### src/sv/glob_pattern_matcher_assert.svh
// Assertion macros shared by the glob matcher RTL.
`ifndef GLOB_PATTERN_MATCHER_ASSERT_SVH
`define GLOB_PATTERN_MATCHER_ASSERT_SVH

// Consequent must hold in the same cycle as the antecedent.
`define GPM_ASSERT_IMP(lbl, clk, rst, ante, cons) \
   lbl: assert property (@(posedge clk) disable iff (rst) (ante) |-> (cons)) \
      else $error("glob matcher assertion failed");

// Consequent must hold in the cycle after the antecedent.
`define GPM_ASSERT_NEXT(lbl, clk, rst, ante, cons) \
   lbl: assert property (@(posedge clk) disable iff (rst) (ante) |=> (cons)) \
      else $error("glob matcher assertion failed");

`endif

### src/sv/gpm_pkg.sv
// Shared types and constants of the glob matcher.
`default_nettype none

package gpm_pkg;

   localparam int DEFAULT_DEPTH = 64;

   localparam logic [7:0] CH_STAR  = 8'h2A;
   localparam logic [7:0] CH_QUEST = 8'h3F;
   localparam logic [7:0] CH_LBR   = 8'h5B;
   localparam logic [7:0] CH_RBR   = 8'h5D;
   localparam logic [7:0] CH_CARET = 8'h5E;
   localparam logic [7:0] CH_DASH  = 8'h2D;
   localparam logic [7:0] CH_BSL   = 8'h5C;

   typedef enum logic [1:0] {
      REQ_CLEAR  = 2'd0,
      REQ_APPEND = 2'd1,
      REQ_KEY    = 2'd2,
      REQ_END    = 2'd3
   } req_code_type;

   typedef enum logic [3:0] {
      OP_NONE,
      OP_ACCEPT,
      OP_MAIN_EVAL,
      OP_ESC_EVAL,
      OP_P_NEXT,
      OP_CL_INIT,
      OP_CL_CARET,
      OP_CL_DONE,
      OP_CL_RANGE,
      OP_CL_LIT,
      OP_Q_INC,
      OP_CL_ESCLIT,
      OP_KEY_DONE
   } dp_op_type;

   typedef enum logic [2:0] {
      RD_P,
      RD_P1,
      RD_Q,
      RD_Q1,
      RD_Q2
   } rd_sel_type;

   typedef enum logic [3:0] {
      ST_IDLE,
      ST_M_RD,
      ST_M_EVAL,
      ST_M_ESC,
      ST_CL_CARET,
      ST_CL_LOOP,
      ST_CL_B,
      ST_CL_D1,
      ST_CL_D2,
      ST_CL_ESC,
      ST_CL_ESCRD
   } state_type;

   typedef struct packed {
      dp_op_type  op;
      rd_sel_type rd_sel;
      logic       lat_b;
   } cmd_type;

   typedef struct packed {
      logic live_p;
      logic p_end;
      logic p1_ok;
      logic q_end;
      logic q1_ok;
      logic q2_ok;
      logic d_lbr;
      logic d_bsl;
      logic d_rbr;
      logic d_dash;
      logic b_bsl;
      logic key_dead;
   } status_type;

endpackage

`default_nettype wire

### src/sv/gpm_ram.sv
// Generic single write port RAM with one registered read port.
`default_nettype none

module gpm_ram #(
   parameter int WIDTH = 8,
   parameter int DEPTH = gpm_pkg::DEFAULT_DEPTH
) (
   input  wire logic                     clock,
   input  wire logic                     wr_en,
   input  wire logic [$clog2(DEPTH)-1:0] wr_addr,
   input  wire logic [WIDTH-1:0]         wr_data,
   input  wire logic [$clog2(DEPTH)-1:0] rd_addr,
   output logic      [WIDTH-1:0]         rd_data
);

   logic [WIDTH-1:0] mem_ff [DEPTH];
   logic [WIDTH-1:0] rd_data_ff;

   always_ff @(posedge clock) begin
      if (wr_en) begin
         mem_ff[wr_addr] <= wr_data;
      end
      rd_data_ff <= mem_ff[rd_addr];
   end

   assign rd_data = rd_data_ff;

endmodule

`default_nettype wire

### src/sv/gpm_controller.sv
// Sequencer that walks pattern positions and class bodies for each key word.
`default_nettype none

module gpm_controller (
   input  wire logic                clock,
   input  wire logic                reset,
   input  wire logic                start,
   input  wire logic [1:0]          req_type,
   input  wire gpm_pkg::status_type status,
   output gpm_pkg::cmd_type         cmd,
   output logic                     busy
);

   gpm_pkg::state_type state_ff, state_in;

   always_ff @(posedge clock) begin
      if (reset) begin
         state_ff <= gpm_pkg::ST_IDLE;
      end else begin
         state_ff <= state_in;
      end
   end

   always_comb begin
      state_in   = state_ff;
      cmd.op     = gpm_pkg::OP_NONE;
      cmd.rd_sel = gpm_pkg::RD_P;
      cmd.lat_b  = 1'b0;
      busy       = (state_ff != gpm_pkg::ST_IDLE);
      unique case (state_ff)
         gpm_pkg::ST_IDLE: begin
            if (start) begin
               cmd.op = gpm_pkg::OP_ACCEPT;
               if (req_type == gpm_pkg::REQ_KEY && !status.key_dead) begin
                  state_in = gpm_pkg::ST_M_RD;
               end
            end
         end
         gpm_pkg::ST_M_RD: begin
            if (status.p_end) begin
               cmd.op   = gpm_pkg::OP_KEY_DONE;
               state_in = gpm_pkg::ST_IDLE;
            end else begin
               cmd.rd_sel = gpm_pkg::RD_P;
               state_in   = gpm_pkg::ST_M_EVAL;
            end
         end
         gpm_pkg::ST_M_EVAL: begin
            if (status.live_p && status.d_lbr) begin
               if (status.p1_ok) begin
                  cmd.op     = gpm_pkg::OP_CL_INIT;
                  cmd.rd_sel = gpm_pkg::RD_P1;
                  state_in   = gpm_pkg::ST_CL_CARET;
               end else begin
                  cmd.op   = gpm_pkg::OP_P_NEXT;
                  state_in = gpm_pkg::ST_M_RD;
               end
            end else if (status.live_p && status.d_bsl) begin
               if (status.p1_ok) begin
                  cmd.rd_sel = gpm_pkg::RD_P1;
                  state_in   = gpm_pkg::ST_M_ESC;
               end else begin
                  cmd.op   = gpm_pkg::OP_P_NEXT;
                  state_in = gpm_pkg::ST_M_RD;
               end
            end else begin
               cmd.op   = gpm_pkg::OP_MAIN_EVAL;
               state_in = gpm_pkg::ST_M_RD;
            end
         end
         gpm_pkg::ST_M_ESC: begin
            cmd.op   = gpm_pkg::OP_ESC_EVAL;
            state_in = gpm_pkg::ST_M_RD;
         end
         gpm_pkg::ST_CL_CARET: begin
            cmd.op   = gpm_pkg::OP_CL_CARET;
            state_in = gpm_pkg::ST_CL_LOOP;
         end
         gpm_pkg::ST_CL_LOOP: begin
            if (status.q_end) begin
               // Unterminated class: this position dies.
               cmd.op   = gpm_pkg::OP_P_NEXT;
               state_in = gpm_pkg::ST_M_RD;
            end else begin
               cmd.rd_sel = gpm_pkg::RD_Q;
               state_in   = gpm_pkg::ST_CL_B;
            end
         end
         gpm_pkg::ST_CL_B: begin
            cmd.lat_b = 1'b1;
            if (status.d_rbr) begin
               cmd.op   = gpm_pkg::OP_CL_DONE;
               state_in = gpm_pkg::ST_M_RD;
            end else if (status.q2_ok) begin
               cmd.rd_sel = gpm_pkg::RD_Q1;
               state_in   = gpm_pkg::ST_CL_D1;
            end else begin
               state_in = gpm_pkg::ST_CL_ESC;
            end
         end
         gpm_pkg::ST_CL_D1: begin
            if (status.d_dash) begin
               cmd.rd_sel = gpm_pkg::RD_Q2;
               state_in   = gpm_pkg::ST_CL_D2;
            end else begin
               state_in = gpm_pkg::ST_CL_ESC;
            end
         end
         gpm_pkg::ST_CL_D2: begin
            if (!status.d_rbr) begin
               cmd.op   = gpm_pkg::OP_CL_RANGE;
               state_in = gpm_pkg::ST_CL_LOOP;
            end else begin
               state_in = gpm_pkg::ST_CL_ESC;
            end
         end
         gpm_pkg::ST_CL_ESC: begin
            if (status.b_bsl && status.q1_ok) begin
               cmd.op     = gpm_pkg::OP_Q_INC;
               cmd.rd_sel = gpm_pkg::RD_Q1;
               state_in   = gpm_pkg::ST_CL_ESCRD;
            end else begin
               cmd.op   = gpm_pkg::OP_CL_LIT;
               state_in = gpm_pkg::ST_CL_LOOP;
            end
         end
         gpm_pkg::ST_CL_ESCRD: begin
            cmd.op   = gpm_pkg::OP_CL_ESCLIT;
            state_in = gpm_pkg::ST_CL_LOOP;
         end
         default: begin
            state_in = gpm_pkg::ST_IDLE;
         end
      endcase
   end

endmodule

`default_nettype wire

### src/sv/gpm_datapath.sv
// Pattern store, live position sets and class evaluation of the glob matcher.
`default_nettype none

`include "glob_pattern_matcher_assert.svh"

module gpm_datapath #(
   parameter int PATTERN_DEPTH = gpm_pkg::DEFAULT_DEPTH
) (
   input  wire logic             clock,
   input  wire logic             reset,
   input  wire logic [1:0]       req_type,
   input  wire logic [7:0]       req_data_byte,
   input  wire gpm_pkg::cmd_type cmd,
   output gpm_pkg::status_type   status,
   output logic                  rsp_valid,
   output logic                  rsp_matched,
   output logic                  rsp_pattern_overflow
);

   localparam int AW = $clog2(PATTERN_DEPTH);
   localparam int LW = $clog2(PATTERN_DEPTH + 1);
   localparam int NP = PATTERN_DEPTH + 1;

   logic [LW-1:0] len_ff, len_in, lead_ff, lead_in, p_ff, p_in, q_ff, q_in;
   logic          all_star_ff, all_star_in, ovf_ff, ovf_in, dead_ff, dead_in;
   logic [NP-1:0] live_ff, live_in, nxt_ff, nxt_in;
   logic [7:0]    b_ff, b_in, c_ff, c_in;
   logic          neg_ff, neg_in, hit_ff, hit_in;
   logic          rsp_valid_ff, rsp_valid_in, rsp_matched_ff, rsp_matched_in;
   logic          rsp_ovf_ff, rsp_ovf_in;
   logic          restart;
   logic          end_acc;

   logic          wr_en;
   logic [AW-1:0] rd_addr;
   logic [7:0]    rd_data;

   logic [LW-1:0] p_plus1, p_plus2, q_plus1, q_plus2;
   logic [LW:0]   len_w;
   logic          d_star, d_quest, d_eq_c, np;

   // Live set right after a restart: start position plus the leading stars.
   function automatic logic [NP-1:0] star_mask(input logic [LW-1:0] lead);
      logic [NP-1:0] m;
      for (int i = 0; i < NP; i++) begin
         m[i] = (LW'(i) <= lead);
      end
      return m;
   endfunction

   gpm_ram #(.WIDTH(8), .DEPTH(PATTERN_DEPTH)) u_store (
      .clock   (clock),
      .wr_en   (wr_en),
      .wr_addr (len_ff[AW-1:0]),
      .wr_data (req_data_byte),
      .rd_addr (rd_addr),
      .rd_data (rd_data)
   );

   assign p_plus1 = p_ff + LW'(1);
   assign p_plus2 = p_ff + LW'(2);
   assign q_plus1 = q_ff + LW'(1);
   assign q_plus2 = q_ff + LW'(2);
   assign len_w   = {1'b0, len_ff};
   assign end_acc = (cmd.op == gpm_pkg::OP_ACCEPT) && (req_type == gpm_pkg::REQ_END);

   always_comb begin
      unique case (cmd.rd_sel)
         gpm_pkg::RD_P:  rd_addr = p_ff[AW-1:0];
         gpm_pkg::RD_P1: rd_addr = p_plus1[AW-1:0];
         gpm_pkg::RD_Q:  rd_addr = q_ff[AW-1:0];
         gpm_pkg::RD_Q1: rd_addr = q_plus1[AW-1:0];
         gpm_pkg::RD_Q2: rd_addr = q_plus2[AW-1:0];
         default:        rd_addr = p_ff[AW-1:0];
      endcase
   end

   assign d_star  = (rd_data == gpm_pkg::CH_STAR);
   assign d_quest = (rd_data == gpm_pkg::CH_QUEST);
   assign d_eq_c  = (rd_data == c_ff);

   always_comb begin
      status.live_p   = live_ff[p_ff];
      status.p_end    = (p_ff == len_ff);
      status.p1_ok    = ({1'b0, p_ff} + (LW + 1)'(1)) < len_w;
      status.q_end    = (q_ff >= len_ff);
      status.q1_ok    = ({1'b0, q_ff} + (LW + 1)'(1)) < len_w;
      status.q2_ok    = ({1'b0, q_ff} + (LW + 1)'(2)) < len_w;
      status.d_lbr    = (rd_data == gpm_pkg::CH_LBR);
      status.d_bsl    = (rd_data == gpm_pkg::CH_BSL);
      status.d_rbr    = (rd_data == gpm_pkg::CH_RBR);
      status.d_dash   = (rd_data == gpm_pkg::CH_DASH);
      status.b_bsl    = (b_ff == gpm_pkg::CH_BSL);
      status.key_dead = dead_ff;
   end

   always_comb begin
      len_in         = len_ff;
      lead_in        = lead_ff;
      all_star_in    = all_star_ff;
      ovf_in         = ovf_ff;
      dead_in        = dead_ff;
      live_in        = live_ff;
      nxt_in         = nxt_ff;
      p_in           = p_ff;
      q_in           = q_ff;
      b_in           = b_ff;
      c_in           = c_ff;
      neg_in         = neg_ff;
      hit_in         = hit_ff;
      rsp_valid_in   = 1'b0;
      rsp_matched_in = rsp_matched_ff;
      rsp_ovf_in     = rsp_ovf_ff;
      wr_en          = 1'b0;
      restart        = 1'b0;
      np             = nxt_ff[p_ff] | (live_ff[p_ff] & d_star);
      unique case (cmd.op)
         gpm_pkg::OP_NONE: begin
         end
         gpm_pkg::OP_ACCEPT: begin
            unique case (req_type)
               gpm_pkg::REQ_CLEAR: begin
                  len_in      = '0;
                  ovf_in      = 1'b0;
                  lead_in     = '0;
                  all_star_in = 1'b1;
                  restart     = 1'b1;
               end
               gpm_pkg::REQ_APPEND: begin
                  if (len_ff < LW'(PATTERN_DEPTH)) begin
                     wr_en  = 1'b1;
                     len_in = len_ff + LW'(1);
                     if (all_star_ff && req_data_byte == gpm_pkg::CH_STAR) begin
                        lead_in = lead_ff + LW'(1);
                     end else begin
                        all_star_in = 1'b0;
                     end
                  end else begin
                     ovf_in = 1'b1;
                  end
                  restart = 1'b1;
               end
               gpm_pkg::REQ_KEY: begin
                  p_in   = '0;
                  nxt_in = '0;
                  c_in   = req_data_byte;
               end
               gpm_pkg::REQ_END: begin
                  rsp_valid_in   = 1'b1;
                  rsp_matched_in = !ovf_ff && !dead_ff && live_ff[len_ff];
                  rsp_ovf_in     = ovf_ff;
                  restart        = 1'b1;
               end
               default: begin
               end
            endcase
         end
         gpm_pkg::OP_MAIN_EVAL: begin
            // A star keeps its own position and, being live, opens the next.
            if (d_star) begin
               nxt_in[p_ff] = np;
               if (np) begin
                  nxt_in[p_plus1] = 1'b1;
               end
            end else if (live_ff[p_ff] && (d_quest || d_eq_c)) begin
               nxt_in[p_plus1] = 1'b1;
            end
            p_in = p_plus1;
         end
         gpm_pkg::OP_ESC_EVAL: begin
            if (d_eq_c) begin
               nxt_in[p_plus2] = 1'b1;
            end
            p_in = p_plus1;
         end
         gpm_pkg::OP_P_NEXT: begin
            p_in = p_plus1;
         end
         gpm_pkg::OP_CL_INIT: begin
            q_in   = p_plus1;
            neg_in = 1'b0;
            hit_in = 1'b0;
         end
         gpm_pkg::OP_CL_CARET: begin
            if (rd_data == gpm_pkg::CH_CARET) begin
               neg_in = 1'b1;
               q_in   = q_plus1;
            end
         end
         gpm_pkg::OP_CL_DONE: begin
            if (neg_ff != hit_ff) begin
               nxt_in[q_plus1] = 1'b1;
            end
            p_in = p_plus1;
         end
         gpm_pkg::OP_CL_RANGE: begin
            if (b_ff <= c_ff && c_ff <= rd_data) begin
               hit_in = 1'b1;
            end
            q_in = q_ff + LW'(3);
         end
         gpm_pkg::OP_CL_LIT: begin
            if (b_ff == c_ff) begin
               hit_in = 1'b1;
            end
            q_in = q_plus1;
         end
         gpm_pkg::OP_Q_INC: begin
            q_in = q_plus1;
         end
         gpm_pkg::OP_CL_ESCLIT: begin
            if (d_eq_c) begin
               hit_in = 1'b1;
            end
            q_in = q_plus1;
         end
         gpm_pkg::OP_KEY_DONE: begin
            live_in = nxt_ff;
            dead_in = ~|nxt_ff;
         end
         default: begin
         end
      endcase
      if (restart) begin
         live_in = star_mask(lead_in);
         dead_in = 1'b0;
      end
      if (cmd.lat_b) begin
         b_in = rd_data;
      end
   end

   always_ff @(posedge clock) begin
      if (reset) begin
         len_ff       <= '0;
         lead_ff      <= '0;
         all_star_ff  <= 1'b1;
         ovf_ff       <= 1'b0;
         dead_ff      <= 1'b0;
         live_ff      <= NP'(1);
         rsp_valid_ff <= 1'b0;
      end else begin
         len_ff       <= len_in;
         lead_ff      <= lead_in;
         all_star_ff  <= all_star_in;
         ovf_ff       <= ovf_in;
         dead_ff      <= dead_in;
         live_ff      <= live_in;
         rsp_valid_ff <= rsp_valid_in;
      end
   end

   always_ff @(posedge clock) begin
      nxt_ff         <= nxt_in;
      p_ff           <= p_in;
      q_ff           <= q_in;
      b_ff           <= b_in;
      c_ff           <= c_in;
      neg_ff         <= neg_in;
      hit_ff         <= hit_in;
      rsp_matched_ff <= rsp_matched_in;
      rsp_ovf_ff     <= rsp_ovf_in;
   end

   assign rsp_valid            = rsp_valid_ff;
   assign rsp_matched          = rsp_matched_ff;
   assign rsp_pattern_overflow = rsp_ovf_ff;

   `GPM_ASSERT_IMP(a_ovf_only_full, clock, reset, ovf_ff, len_ff == LW'(PATTERN_DEPTH))
   `GPM_ASSERT_IMP(a_dead_empty, clock, reset, dead_ff, live_ff == '0)
   `GPM_ASSERT_NEXT(a_end_gives_rsp, clock, reset, end_acc, rsp_valid_ff)
   `GPM_ASSERT_IMP(a_rsp_from_end, clock, reset, rsp_valid_ff, $past(end_acc))

endmodule

`default_nettype wire

### src/sv/glob_pattern_matcher.sv
// Top level of the glob matcher: sequencer plus pattern datapath.
// Clear, append and end-of-key words are taken while idle and may follow back to back; the
// end-of-key result is on the rsp_ ports the cycle after it is taken, and cannot be stalled.
// A key word visits each stored position, reading on for a live escape or a live class body;
// one that arrives with no position live is taken without leaving idle.
// Synchronous reset empties the pattern and makes only the start position live.
`default_nettype none

module glob_pattern_matcher #(
   parameter int PATTERN_DEPTH = gpm_pkg::DEFAULT_DEPTH
) (
   input  wire logic       clock,
   input  wire logic       reset,
   input  wire logic       start,
   input  wire logic [1:0] req_type,
   input  wire logic [7:0] req_data_byte,
   output logic            busy,
   output logic            rsp_valid,
   output logic            rsp_matched,
   output logic            rsp_pattern_overflow
);

   // The controller steps through positions; the datapath owns all pattern state.
   gpm_pkg::cmd_type    cmd;
   gpm_pkg::status_type status;

   gpm_controller u_ctrl (
      .clock    (clock),
      .reset    (reset),
      .start    (start),
      .req_type (req_type),
      .status   (status),
      .cmd      (cmd),
      .busy     (busy)
   );

   // The live set is kept as an NFA; a key word is one forward sweep over the store.
   gpm_datapath #(.PATTERN_DEPTH(PATTERN_DEPTH)) u_dp (
      .clock                (clock),
      .reset                (reset),
      .req_type             (req_type),
      .req_data_byte        (req_data_byte),
      .cmd                  (cmd),
      .status               (status),
      .rsp_valid            (rsp_valid),
      .rsp_matched          (rsp_matched),
      .rsp_pattern_overflow (rsp_pattern_overflow)
   );

endmodule

`default_nettype wire
### config.mk
export PLATFORM = sky130hd
export DESIGN_NAME = glob_pattern_matcher
export DESIGN_NICKNAME = d
export VERILOG_FILES = /design/src/sv/gpm_pkg.sv /design/src/sv/gpm_ram.sv /design/src/sv/gpm_controller.sv /design/src/sv/gpm_datapath.sv /design/src/sv/glob_pattern_matcher.sv
export VERILOG_INCLUDE_DIRS = /design/src /design/src/sv
export SDC_FILE = /design/constraint.sdc
export NUM_CORES = 2
export LEC_CHECK = 0
export ABC_AREA = 1
export BUFFER_PORTS_ARGS = -buffer_cell sky130_fd_sc_hd__buf_2
export CAP_MARGIN = 20
export CORE_ASPECT_RATIO = 2
export CORE_MARGIN = 10
export CORE_UTILIZATION = 45
export CTS_BUF_LIST = sky130_fd_sc_hd__clkbuf_2 sky130_fd_sc_hd__clkbuf_4 sky130_fd_sc_hd__clkbuf_8
export DETAILED_ROUTE_END_ITERATION = 12
export PLACE_DENSITY = 0.59
export SLEW_MARGIN = 20
export SYNTH_ARGS = -nofsm -noshare
export SYNTH_HDL_FRONTEND = slang
export SYNTH_SLANG_ARGS = --single-unit
### constraint.sdc
create_clock -name clock -period 8.63 [get_ports clock]
set_input_delay 0.863 -clock clock [delete_from_list [all_inputs] [get_ports clock]]
set_output_delay 0.863 -clock clock [all_outputs]
set_load 0.03 [all_outputs]
After elaboration in Yosys (flattened, before gate mapping)

Memory sizes are Yosys's and may differ from the RTL's. A register that Yosys moved wholly into a read port is not among the register bits.
Cells that the tools add are included.

Equal/unequal tests: 55
Reduce and logical (&&, ||, !) cells: 45
Add/sub/neg operators: 10
Mux-type cells: 88
Bitwise logic cells: 7
$lt $le $gt $ge: 81

Operators by type and width:

| operator              | number |
|---|---|
| $mux W65              | 8 |
| $or A65 B65 Y65       | 4 |
| $pmux W65 S4          | 1 |
| $le A6 B7 Y1 const A  | 32 |
| $le A5 B7 Y1 const A  | 16 |
| $pmux W4 S10          | 2 |
| $bwmux W65            | 1 |
| $reduce_or A65 Y1     | 1 |
| $le A4 B7 Y1 const A  | 8 |
| $mux W7               | 7 |
| $pmux W7 S2           | 3 |
| $eq A8 B7 Y1 const B  | 5 |
| $lt A7 B8 Y1 const B  | 5 |
| $mux W4               | 10 |
| $eq A4 B3 Y1 const B  | 8 |
| $eq A4 B4 Y1 const B  | 8 |
| $eq A8 B6 Y1 const B  | 4 |
| $add A7 B1 Y7 const B | 4 |
| $demux W1 S7          | 4 |
| $ge A7 B1 Y1 const B  | 4 |
| $le A3 B7 Y1 const A  | 4 |
| $mux W1               | 28 |
| $pmux W7 S4           | 1 |
| $lt A8 B7 Y1          | 3 |
| 47 further kinds      | 115 |

Input port bits: 13
Output and inout bits: 4
Register bits: 186
Memories: 1
Memory bits (writable): 512
Logic and storage cells: 304

Memories:

| name                | depth | width | read ports | clocked after Yosys merged registers in | wr ports | RTL line      | source |
|---|---|---|---|---|---|---|---|
| u_dp.u_store.mem_ff | 64    | 8     | 1          | 1                                       | 1        | gpm_ram.sv:16 | `logic [WIDTH-1:0] mem_ff [DEPTH];` |

Logic depth before layout (Yosys ltp)

Depth in word-level cells: 10
Mapped depth: 29
Depth with buffers taken out: 27

Cells and area by module

A second synthesis with hierarchy kept.

Cell total of the unflattened synthesis: 4,423
Area, all modules: 37,712.4 um^2

By module, submodules not included:

| module         | area an instance (um^2) | cells an instance | instances | seq. area each (um^2) |
|---|---|---|---|---|
| gpm_ram        | 21,291.7                | 1,822             | 1         | 15,534.9 |
| gpm_datapath   | 15,901.5                | 2,497             | 1         | 4,634.4 |
| gpm_controller | 519.2                   | 104               | 1         | 80.1 |

Least setup slack after synthesis

Ideal clock, no wire load.

Kind: register to register
Start: reg u_dp.p_ff[0]
End: reg u_dp.nxt_ff[0] (enable)
Data required time: 8.062 ns
Period minus slack after synthesis: 7.255 ns
Library setup time: 0.568 ns
Cell stages (with the launch flop): 18
Data arrival time: 6.687 ns
Buffers on the path: 3
Path slack: 1.375 ns
Cells stage by stage: edfxtp_1 buf_4 buf_4 o211ai_1 nand2_1 nor2_1 nor2_1 nor2_1 nand2_1 nand2_1 nand3_2 and2_1 nor2_1 nand2_1 inv_1 clkbuf_1 nor3_1 nor3_1

Word-level cells in the longest chain between the ends: 9
Elaborated cells between the ends (all ways): 24

Ends and longest elaborated chain:

| element                                                     | RTL line                                                    | source |
|---|---|---|
| from (decl)                                                 | gpm_datapath.sv:24                                          | `logic [LW-1:0] len_ff, len_in, lead_ff, lead_in, p_ff, p_in, q_ff, q_in;` |
| from (signal assigned)                                      | gpm_datapath.sv:255                                         | `p_ff <= p_in;` |
| $add A7 B1 Y8 / $bmux W1 S7 (equally long branches)         | gpm_datapath.sv:85, gpm_datapath.sv:83, gpm_datapath.sv:165 |  |
| $lt A8 B7 Y1 / $mux W1 (equally long branches)              | gpm_datapath.sv:85, gpm_datapath.sv:83, gpm_datapath.sv:165 |  |
| $mux W3 / $logic_and A1 B1 Y1 (equally long branches)       | gpm_controller.sv:59, gpm_controller.sv:58                  |  |
| $mux W3                                                     | gpm_controller.sv:58                                        | `end else if (status.live_p && status.d_bsl) begin` |
| $mux W7                                                     | gpm_controller.sv:49                                        | `if (status.live_p && status.d_lbr) begin` |
| $pmux W4 S10                                                | gpm_controller.sv:30                                        | `unique case (state_ff)` |
| $eq A4 B2 Y1, or another cell as far along                  | gpm_datapath.sv:117                                         | `unique case (cmd.op)` |
| $ne A3 B1 Y1 (no source line), or another cell as far along | --                                                          |  |
| $reduce_and A5 Y1 (no source line) (*)                      | --                                                          |  |
| to (signal assigned)                                        | gpm_datapath.sv:254                                         | `nxt_ff <= nxt_in;` |
| to (decl)                                                   | gpm_datapath.sv:26                                          | `logic [NP-1:0] live_ff, live_in, nxt_ff, nxt_in;` |

Mark *: on every way between the ends. The rest lies on a longest branch, timed or not. The select of a mux whose other input is x is not followed.
A chain may end at the register's enable or synchronous reset.

Final worst setup path

Start: reg u_dp.p_ff[1]
End: reg u_dp.u_store.rd_data_ff[5], in the netlist u_dp.u_store.rd_data[5] (read register of u_dp.u_store.mem_ff)

Elaborated cells between the ends (all ways): 16

RTL lines:

| element             | RTL line           | source |
|---|---|---|
| $add A7 B1 Y7       | gpm_datapath.sv:60 | `assign p_plus1 = p_ff + LW'(1);` |
| via u_dp.p_plus1[3] | gpm_datapath.sv:38 | `logic [LW-1:0] p_plus1, p_plus2, q_plus1, q_plus2;` |
| $pmux W6 S4         | gpm_datapath.sv:68 | `unique case (cmd.rd_sel)` |
| to (decl)           | gpm_ram.sv:17      | `logic [WIDTH-1:0] rd_data_ff;` |

The timed path passes the listed nets, and every way through them passes these cells. The select of a mux whose other input is x is not followed.

==> metrics.yaml <==
yosysWarnings: 0
p_leak_uw: 0.01598
synth.largest_area_cell: "edfxtp_1"
die_w_um: 226.6
yosysSeqAreaShare_pct: 52.72
gp_congestion: 1.068
timing.max_cap.violations: 0
coreArea_um2: 84640
worstPathArrival_ns: 7.03
end_kind: "flip-flop"
totalWireLength_um: 156000
reg2reg_to: "u_dp.u_store.rd_data[5]"
critPathMaxFanout: 114
grt_antenna_before_repair: 2
synth_ff_type: "edfxtp_1"
fin_crit_sh_pct: 73.73
syn_area_um2: 38410
ys_types: 65
clk_latency_ns: 0.82
synth_top_area_share_pct: 47.77
grt_use_total_pct: 31.63
portBuffers: 16
place_inst: 5270
fmax_mhz: 157.2
overflow: 0
min_from: "req_type[1]"
clock_skew_ns: 0.06770
root_buffer: "clkbuf_8"
post_cts_buffers: 0
io-pin-count: 17
power_density_nw_per_um2: 182.3
rr_startpoint: "u_dp.p_ff[1]"
ys_ff_latch: 706
hpwlAfterDp_um: 107600
tritoncts: "built"
synth_nets: 4436
drv_slew: 0
hold_viol: 0
numClockSinks: 706
grt_pass1_wl_um: 224800
placed_area_um2: 39140
numCtsBuffers: 103
setup_tns_ns: 0
die_area_um2: 98150
rsz0062_at_grt: "false"
drt_drc_violations_left: 0
worst-r2r-setup-slack_ns: 2.27
drtPass1Iterations: 8
syn_inst: 4373
criticalPathCategory: "flip-flop to flip-flop"
fin_area_um2: 41360
rows: 151
antenna_left: 0
cts_htree_levels: 3
die_h_um: 433.2
drive_above_1_share_pct: 6.565
via_count: 33460
setup_violations: 0
rr_worst_depth: 24
yosys-top-cells-area: "edfxtp_1, nand3_1, nand2_1"
vdd_drop_max_v: 0.0001142
final_util_pct: 48.87
hp-class: "input port to flip-flop"
clk_pin_slew_ns: 0.07
hold_path_end: "u_dp.rsp_valid"
wire_per_inst_um: 28.57
async_flop_share_pct: 0
tightest_slew_ns: 1.149
period_minus_slack_ns: 6.363
drtIter0Drc: 3516
status: "completed"
cp-startpoint: "u_dp.p_ff[1]"
area_growth_pct: 7.684
startpoint_type: "flip-flop"
viasPerCell: 6.127
layout.nets: 4367
critPathRequiredTime_ns: 9.29
synth-edff-count: 611
grt_pass1_vias: 32810
grt_max_degree: 162
hold_depth: 3
cts_buffer_depth: 3
avgSynthCellArea_um2: 8.784
start_util_pct: 45.38
post_layout_nonfiller_instances: 5461
relSlewSlack_pct: 22.83
cts_resized: 0
cts.hold.buffers_added: 0
==> synthesized netlist by cell type, types with 5 or more instances <==
| cell type | number |
|---|---|
| a211oi_1 | 7 |
| a21oi_1 | 77 |
| a221oi_1 | 13 |
| a22oi_1 | 11 |
| a31oi_1 | 21 |
| buf_1 | 8 |
| buf_2 | 99 |
| buf_4 | 38 |
| buf_6 | 7 |
| clkbuf_1 | 101 |
| clkinv_1 | 9 |
| dfxtp_1 | 95 |
| edfxtp_1 | 611 |
| ha_1 | 50 |
| inv_1 | 574 |
| inv_2 | 12 |
| nand2_1 | 755 |
| nand2_2 | 5 |
| nand3_1 | 614 |
| nand3b_1 | 189 |
| nand4_1 | 26 |
| nor2_1 | 382 |
| nor2_2 | 6 |
| nor3_1 | 104 |
| nor4_1 | 22 |
| o2111ai_1 | 7 |
| o211ai_1 | 61 |
| o21ai_0 | 214 |
| o21ai_1 | 6 |
| o221ai_1 | 15 |
| o22ai_1 | 58 |
| o311ai_0 | 54 |
| o31ai_1 | 50 |
| o41ai_1 | 13 |
| xor2_1 | 16 |
==> report_power, final <==
part	internal, µW	switching [µW]
logic	166	561
clock network	1590	1420
registers	3740	59.7
==> worst max-delay path, cell delays in order, from the launching register on <==
cell and delay, ns:
edfxtp_1 0.74, nand2_2 0.30, inv_1 0.28, nand2_1 0.20, o21ai_0 0.40, inv_1 0.20
ha_1 0.35, nand2_1 0.06, o21ai_0 0.17, nand3b_1 0.10, nand4_1 0.12, nor2_2 0.09
o211ai_4 0.14, nand4_4 0.18, inv_2 0.20, nand2_8 0.37, nand2_8 0.72, buf_4 0.52
nand2_1 0.10, nand3_1 0.09, nand3_1 0.12, nand3_1 0.10, nand3_1 0.26, nand3_1 0.22
nand2_1 0.07
==> cell type report <==
cell class                 instances  area [µm²]
antenna                            3       7.507
clock buffer                     126        1609
clock inverter                    62       603.1
fill                            8184       43280
inverter                         595        2236
multi-input combinational       2817       14710
sequential                       706       20250
tap                             1071        1340
timing repair buffer              81       605.6
==> sequential cells by signal, summed over array words and instances (netlist names), 4 cells and up <==
name                  count
u_dp.c_ff                 8
u_dp.p_ff                 7
u_dp.len_ff               7
u_dp.q_ff                 7
u_dp.u_store.mem_ff     512
u_ctrl.state_ff           4
u_dp.nxt_ff              65
u_dp.u_store.rd_data      8
u_dp.lead_ff              7
u_dp.live_ff             65
u_dp.b_ff                 8
==> stage by stage <==
stage / hold slack (ns) / setup slack (ns) / total power [µW]
finish: 0.4104 / 2.267 / 7540
global route: 0.4236 / 1.751 / 7744
CTS: 0.3329 / 2.283 / 7545
detailed placement: 0.4560 / 2.346 / 4580
global placement: 0.4549 / 2.383 / 4579
floorplan: 0.4305 / 1.375 / 4263
==> layer usage <==
layer / track usage [%] / up-vias / part of all wire [%]
li1: - / 15033 / -
met1: 29.92 / 16009 / 31
met2: 55.54 / 1708 / 51
met3: 4.983 / 710 / 6.0
met4: 33.01 / 0 / 12
met5: 0 / - / 0
==> cell usage in the layout (no fill, tap or decap), types with 6 or more instances in the layout <==
cell type / Yosys / final
nand2_1: 755 / 751
nand3_1: 614 / 614
edfxtp_1: 611 / 611
inv_1: 574 / 574
nor2_1: 382 / 381
o21ai_0: 214 / 214
nand3b_1: 189 / 189
clkbuf_8: 0 / 106
nor3_1: 104 / 103
dfxtp_1: 95 / 95
a21oi_1: 77 / 77
buf_4: 38 / 62
o211ai_1: 61 / 61
o22ai_1: 58 / 58
o311ai_0: 54 / 54
o31ai_1: 50 / 50
ha_1: 50 / 50
clkinv_1: 9 / 36
nand4_1: 26 / 26
a31oi_1: 21 / 21
nor4_1: 22 / 20
clkbuf_4: 1 / 20
xor2_1: 16 / 16
clkinv_2: 0 / 16
buf_2: 99 / 16
o221ai_1: 15 / 15
a221oi_1: 13 / 13
o41ai_1: 13 / 13
inv_2: 12 / 12
bufinv_16: 0 / 12
a22oi_1: 11 / 11
nand2_2: 5 / 7
nor2_2: 6 / 7
o2111ai_1: 7 / 7
a211oi_1: 7 / 7
o21ai_1: 6 / 6
==> cells by family after synthesis <==
group           share of synthesized area (%)
buf+inv                                 9.150
mux                                   0.02606
compound gates                          10.54
fa+ha+maj                               1.629
xor+xnor                               0.4104
flops                                   52.72
simple gates                            25.52
==> worst max-delay path by stage <==
| stage | endpoint | slack (ns) | cells past startpoint |
|---|---|---|---|
| 2_1_floorplan | u_dp.nxt_ff[0] | 1.38 | 17 |
| 3_3_place_gp | u_dp.u_store.rd_data[1] | 2.38 | 24 |
| 3_5_place_dp | u_dp.u_store.rd_data[1] | 2.35 | 24 |
| 4_1_cts | u_dp.u_store.rd_data[1] | 2.28 | 24 |
| 5_1_grt | u_dp.u_store.rd_data[5] | 1.75 | 24 |
| 6_report | u_dp.u_store.rd_data[5] | 2.27 | 24 |
Power figures use the tool's default switching activity.
